<file path="src/design/gtw_pkg.sv">
// Package with shared types, constants and score tables of the GNSS trust weighting block.
package gtw_pkg;

  localparam int SCORE_W = 17;
  localparam int TRUST_W = 16;
  localparam int VAR_W = 28;
  localparam int T2_W = 32;
  localparam int NUM_W = 44;

  localparam int Cn0Span = 240;
  localparam int DopSpan = 80;
  localparam int EXP_DEPTH = 256;

  localparam logic [SCORE_W-1:0] ONE_Q16 = 17'd65536;
  localparam logic [TRUST_W-1:0] TRUST_FLOOR = 16'd197;

  typedef struct packed {
    logic [TRUST_W-1:0] trust;
    logic               spoof;
  } gtw_side_t;

  typedef logic [15:0] cn0_tab_t [0:Cn0Span-1];
  typedef logic [15:0] dop_tab_t [0:DopSpan-1];
  typedef logic [SCORE_W-1:0] exp_tab_t [0:EXP_DEPTH-1];

  function automatic cn0_tab_t build_cn0();
    cn0_tab_t tab;
    for (int i = 0; i < Cn0Span; i++) begin
      tab[i] = 16'((i * 65536) / Cn0Span);
    end
    return tab;
  endfunction

  function automatic dop_tab_t build_dop();
    dop_tab_t tab;
    for (int i = 0; i < DopSpan; i++) begin
      tab[i] = 16'((i * 65536) / DopSpan);
    end
    return tab;
  endfunction

  function automatic exp_tab_t build_exp();
    exp_tab_t tab;
    logic [63:0] v;
    v = 64'h1_0000_0000;
    for (int i = 0; i < EXP_DEPTH; i++) begin
      tab[i] = SCORE_W'((v + 64'd32768) >> 16);
      v = (v * 64'd4062864982 + 64'h8000_0000) >> 32;
    end
    return tab;
  endfunction

  localparam cn0_tab_t CN0_TAB = build_cn0();
  localparam dop_tab_t DOP_TAB = build_dop();
  localparam exp_tab_t EXP_TAB = build_exp();

endpackage

</file>
<file path="src/design/gtw_div.sv">
// Pipelined restoring divider giving the rounded variance quotient, one bit per stage.
module gtw_div import gtw_pkg::*; (
  input  logic             clk,
  input  logic             rst,
  input  logic             in_valid,
  output logic             in_ready,
  input  logic [NUM_W-1:0] num,
  input  logic [T2_W-1:0]  den,
  input  gtw_side_t        in_side,
  output logic             out_valid,
  input  logic             out_ready,
  output logic [VAR_W-1:0] quo_out,
  output gtw_side_t        out_side
);

  logic             vld  [0:VAR_W];
  logic             en   [1:VAR_W+1];
  logic [T2_W-1:0]  rem  [0:VAR_W];
  logic [VAR_W-1:0] low  [0:VAR_W];
  logic [VAR_W-1:0] quo  [0:VAR_W];
  logic [T2_W-1:0]  dv   [0:VAR_W];
  gtw_side_t        side [0:VAR_W];

  assign vld[0]  = in_valid;
  assign rem[0]  = T2_W'(num[NUM_W-1:VAR_W]);
  assign low[0]  = num[VAR_W-1:0];
  assign quo[0]  = '0;
  assign dv[0]   = den;
  assign side[0] = in_side;

  always_comb begin
    en[VAR_W+1] = out_ready;
    for (int k = VAR_W; k >= 1; k--) begin
      en[k] = !vld[k] || en[k+1];
    end
  end

  assign in_ready = en[1];

  for (genvar k = 1; k <= VAR_W; k++) begin : g_step
    logic [T2_W:0] trial;
    logic          ge;
    assign trial = {rem[k-1], low[k-1][VAR_W-1]};
    assign ge = trial >= {1'b0, dv[k-1]};

    always_ff @(posedge clk) begin
      if (rst) begin
        vld[k] <= 1'b0;
      end else if (en[k]) begin
        vld[k] <= vld[k-1];
      end
    end

    always_ff @(posedge clk) begin
      if (en[k]) begin
        rem[k]  <= ge ? T2_W'(trial - {1'b0, dv[k-1]}) : trial[T2_W-1:0];
        low[k]  <= {low[k-1][VAR_W-2:0], 1'b0};
        quo[k]  <= {quo[k-1][VAR_W-2:0], ge};
        dv[k]   <= dv[k-1];
        side[k] <= side[k-1];
      end
    end
  end

  assign out_valid = vld[VAR_W];
  assign quo_out   = quo[VAR_W];
  assign out_side  = side[VAR_W];

endmodule

</file>
<file path="config.mk">
export PLATFORM = sky130hd
export DESIGN_NAME = gtw_div
export DESIGN_NICKNAME = d
export VERILOG_FILES = /design/src/design/gtw_pkg.sv /design/src/design/gtw_div.sv
export SDC_FILE = /design/constraint.sdc
export NUM_CORES = 2
export LEC_CHECK = 0
export ABC_AREA = 1
export BUFFER_PORTS_ARGS = -buffer_cell sky130_fd_sc_hd__buf_2
export CAP_MARGIN = 25
export CORE_UTILIZATION = 40
export CTS_BUF_LIST = sky130_fd_sc_hd__clkbuf_8
export CTS_CLUSTER_SIZE = 10
export DETAILED_ROUTE_END_ITERATION = 16
export HOLD_SLACK_MARGIN = 0.12
export MAX_ROUTING_LAYER = met4
export PLACE_DENSITY = 0.54
export SYNTH_ARGS = -nofsm -noshare
export SYNTH_HDL_FRONTEND = slang
export SYNTH_SLANG_ARGS = --single-unit
export TNS_END_PERCENT = 1
</file>
<file path="constraint.sdc">
create_clock -name clk -period 29.5 [get_ports clk]
set_input_delay 2.95 -clock clk [delete_from_list [all_inputs] [get_ports clk]]
set_output_delay 2.95 -clock clk [all_outputs]
set_load 0.05 [all_outputs]
</file>
**Yosys cells after proc, flatten, opt, wreduce, memory -nomap -nowiden**

Index checks and enable logic that the tools add are counted.

- ROM bits: 0
- Flip-flop bits (word level): 3,016
- Output and inout bits: 47
- Latch bits: 0
- RAM bits: 0
- Memories kept: 0
- Input bits: 97

- Reductions and logical operators: 56
- Multipliers: 0
- Shifts and indexed selects: 0
- $add $sub $neg: 27
- Equality and inequality tests: 0
- $lt $le $gt $ge: 28
- Muxes and demuxes: 27
- Divide/modulo/power cells: 0
- Bitwise gates (word level): 0

Operators with widths:

| kind | number |
|---|---|
| greater-or-equal comparator 33 x 32 -> 1 bit | 27 |
| two-way mux 32 bit | 26 |
| subtractor 32 bit | 26 |
| greater-or-equal comparator 17 x 32 -> 1 bit | 1 |
| subtractor 17 x 32 -> 32 bit | 1 |
| logical NOT 1 bit | 28 |
| logical OR 1 bit | 28 |
| two-way mux 17 bit | 1 |

**Logic depth before layout (Yosys ltp)**

- Depth after elaboration: 29
- Mapped depth: 25

**Worst setup path before layout**

Ideal clock, no wire load.

- Kind: input -> output
- Start point: input port out_ready
- End point: output port in_ready
- Required time: 26,550 ps
- Stages on the path: 14
- Path buffers: 0
- Setup slack: 12,188 ps
- Arrival time: 14,362 ps
- Cell sequence: inv_1 > nand4_4 > nor3_4 > nand4_4 > nor2_4 > nand4_4 > nor2_4 > nand4_4 > nor2_4 > nand4_4 > nor2_4 > nand4_4 > nor2_8 > nand4_4

RTL lines:

| element | RTL line | RTL |
|---|---|---|
| from (decl) | gtw_div.sv:11 | `input logic out_ready,` |
| to (decl) | gtw_div.sv:6 | `output logic in_ready,` |

==> out/metrics.cfg <==
[global_routing]
grt_max_degree = 84
grt_pass1_vias = 90700
grt_util_all_layers = 0.205
grt_pass1_wl_mm = 552
overflow = 0
antenna_found_initial = 20

[worst_hold_path]
min_from = quo[432]
min_to = quo[405]
worstHoldPathCells = 0
hold_path_class = register to register

[logic_synthesis]
ys_ff_latch = 3016
synth_cells = 12300
synth_compound_area_frac = 0.0950
synthMuxAreaShare = 0
yosys_most_used_dff = edfxtp_1
yosys.cell_types.count = 60
synth_async_sr_flop_share = 0
syn_area_um2 = 143000
synth_edf_count = 2988
synth_top_family_by_area = simple AND/OR/NAND/NOR gates
synth-xor-area-share = 0.0474
syn-num-nets = 13300
yosysWarnings = 0
synthAdderAreaFrac = 0.0807
seq_area_frac_synth = 0.630
syn_area_per_cell_um2 = 11.6
synthSimpleGateAreaFrac = 0.101

[power]
irDropWorstVdd_mv = 0.0472
cellPowerDensity_nw_per_um2 = 90.5
pwr-share-clk = 0.249
power_frac_seq = 0.425
power_switching_mw = 5.13
leakagePower_nw = 67.7
power.internal_mw = 9.30
power_mw = 14.4
sw_frac_of_total = 0.356
p_comb_frac = 0.326

[clock_tree]
cts.path.max_buffers = 4
cts_tree = done
ctsResizeCount = 0
clockRootBuffer = clkbuf_8
post-cts-setup-buffers = 0
ctsHoldBuffers = 0
clk_transition_reported_paths_ns = 0.06
clkLatencyLatePin_ns = 1.15
h-tree-depth = 6
clock-sinks = 3016
numCtsBuffers = 524

[placement]
gp_congestion = 0.904
dpl.hpwl_mm = 281
port_buffers = 143

[route]
final_antenna_net_count = 0
num_vias = 90500
remaining_drc_errors = 16
drt-initial-drc-count = 6642
first_pass_iters = 14
avgViaCountPerCell = 5.02
wire_per_inst_um = 20.3
drt-total-wl_mm = 365

[floorplan]
start_util = 0.402
coreArea_um2 = 356000
fp.dieH_um = 601
dieArea_um2 = 361000
die_x_um = 601
num_rows = 219
ios = 144

[run]
drv_cap = 0

[timing]
post-route-period-util = 0.400
finalClockSkew_ns = 0.0595
relSlewSlack = 0.295
setup-violations-final = 0
finalHoldViolations = 0
maxSlewViolCount = 0
period_minus_slack_ns = 11.81
worst_slew_pin_slew_ns = 1.06
grt_setup_unrepaired = no
setup_tns_ns = 0
max_freq_mhz = 84.7

[critical_path]
startpoint_type = input port
cp-end-kind = output port
cpPeakStageDelay_ns = 0.64
reg2reg_depth = 16
r2r-end = g_step[3].trial[0]
slowest_stage = nand4_4
cp.arrival_ns = 8.86
worstPathMaxFanout = 53
cp_cell_sequence = buf_2 > inv_1 > nand4_4 > nor3_4 > nand4_4 > buf_4 > nor2_4 > nand4_4 > nor2_4 > nand4_4 > nor2_4 > nand4_4 > nor2_4 > nand4_4 > buf_16 > nor2_8 > nand4_4 > buf_2
crit_top_cell = nand4_4
path_class = input port to output port
cpLargestDelayFamily = simple AND/OR/NAND/NOR gates
cp.required_ns = 26.55
cp_num_buf_inv = 5
worstReg2RegStart = out_valid
r2r_setup_slack_ns = 21.85

[layout]
drive_above_1_share = 0.0743
synthToLayoutAreaGrowth_pct = 11.2
fin_util = 0.448
nNetsFinal = 13900

[run_status]
violations = DRC
status = finished, violations left

## cell usage after synthesis, types with 16 or more instances
| library cell | n | area (um2) |
|---|---|---|
| a21boi_0 | 21 | 158 |
| a21boi_1 | 26 | 195 |
| a21o_1 | 85 | 638 |
| a21oi_1 | 1153 | 5770 |
| a221oi_1 | 39 | 342 |
| a311oi_1 | 16 | 140 |
| a31oi_1 | 27 | 169 |
| buf_2 | 98 | 490 |
| buf_4 | 60 | 450 |
| clkbuf_1 | 61 | 229 |
| dfxtp_1 | 28 | 561 |
| edfxtp_1 | 2988 | 89700 |
| fa_1 | 27 | 541 |
| ha_1 | 881 | 11000 |
| inv_1 | 1443 | 5420 |
| nand2_1 | 2089 | 7840 |
| nand3_1 | 234 | 1170 |
| nand4_1 | 143 | 895 |
| nor2_1 | 854 | 3210 |
| nor3_1 | 42 | 210 |
| nor4_1 | 83 | 519 |
| o211ai_1 | 21 | 158 |
| o21a_1 | 79 | 593 |
| o21ai_0 | 785 | 3930 |
| o21ai_1 | 67 | 335 |
| o21bai_1 | 33 | 248 |
| o31ai_1 | 19 | 143 |
| or2_2 | 23 | 144 |
| xnor2_1 | 532 | 4660 |
| xor2_1 | 244 | 2140 |
## flip-flops by register name (all words and copies together), names as in the netlist
register and cells:
g_step.trial 891, out_valid 1, low 351, vld 27
out_side 17, quo 378, quo_out 28, side 459
dv 864
## layer usage
metal  track usage  up-vias  wire, um
met5             -        -         0
met4        0.0525        0      9200
met3        0.0257      578     13700
met2         0.351     1941    182000
met1         0.257    43400    160000
li1              -    44600         -
## power by group through the flow
stage          clock network [mW]  logic (mW)  registers [mW]
2_1_floorplan                   0        3.55            5.95
3_3_place_gp                    0        4.63            6.24
3_5_place_dp                    0        4.67            6.24
4_1_cts                      3.74        4.70            6.16
5_1_grt                      3.92        5.28            6.21
6_report                     3.59        4.70            6.14
## per-stage QoR
stage / setup WS [ns] / cells / hold WS (ns) / instance area, um2
after floorplan: 12.19 / 12300 / 0.400 / 143000
after global placement: 17.00 / 17100 / 0.401 / 149000
after detailed placement: 16.86 / 17100 / 0.405 / 150000
after CTS: 16.85 / 18000 / 0.386 / 159000
after global routing: 17.11 / 18000 / 0.407 / 159000
final: 17.69 / 18000 / 0.388 / 159000
## kinds of logic (layout without fill, tap and decap cells)
family	count (synthesis)	after routing
adder cells (fa/ha/maj)	908	908
other	0	18
flip-flops	3016	3016
XOR/XNOR	776	776
buffers and inverters	1670	2578
AND/OR/NAND/NOR	3511	3511
AO/OA/AOI/OAI	2456	2456
## how the worst max path moves through the flow
stage                   start        to  slack (ns)  cells after the start
floorplan           out_ready  in_ready       12.19                     14
global placement    out_ready  in_ready       17.00                     17
detailed placement  out_ready  in_ready       16.86                     17
CTS                 out_ready  in_ready       16.85                     17
global route        out_ready  in_ready       17.11                     18
finish              out_ready  in_ready       17.69                     18
## placed cells by master, fill, tap and decap left out, drive strengths merged, types with 8 or more instances in the layout
| master | instances |
|---|---|
| a211oi | 15 |
| a21boi | 55 |
| a21o | 85 |
| a21oi | 1157 |
| a221o | 15 |
| a221oi | 39 |
| a311oi | 16 |
| a31oi | 27 |
| buf | 211 |
| bufinv | 19 |
| clkbuf | 535 |
| clkinv | 167 |
| clkinvlp | 15 |
| dfxtp | 28 |
| diode | 18 |
| edfxtp | 2988 |
| fa | 27 |
| ha | 881 |
| inv | 1631 |
| nand2 | 2101 |
| nand3 | 235 |
| nand4 | 150 |
| nor2 | 859 |
| nor3 | 43 |
| nor4 | 83 |
| o211ai | 22 |
| o21a | 79 |
| o21ai | 864 |
| o21bai | 33 |
| o221a | 9 |
| o311ai | 8 |
| o31ai | 19 |
| or2 | 29 |
| xnor2 | 532 |
| xor2 | 244 |
## cell type report
| type | instances | area, um2 |
|---|---|---|
| inverters | 1449 | 5460 |
| well taps | 4751 | 5940 |
| multi-input cells | 7651 | 46600 |
| diodes | 18 | 45.0 |
| fillers | 32900 | 197000 |
| clock buffers | 535 | 7360 |
| repair buffers | 211 | 1350 |
| flip-flops and latches | 3016 | 90300 |
| clock inverters | 383 | 2350 |
Note: power is estimated with default switching activity, not from simulation.
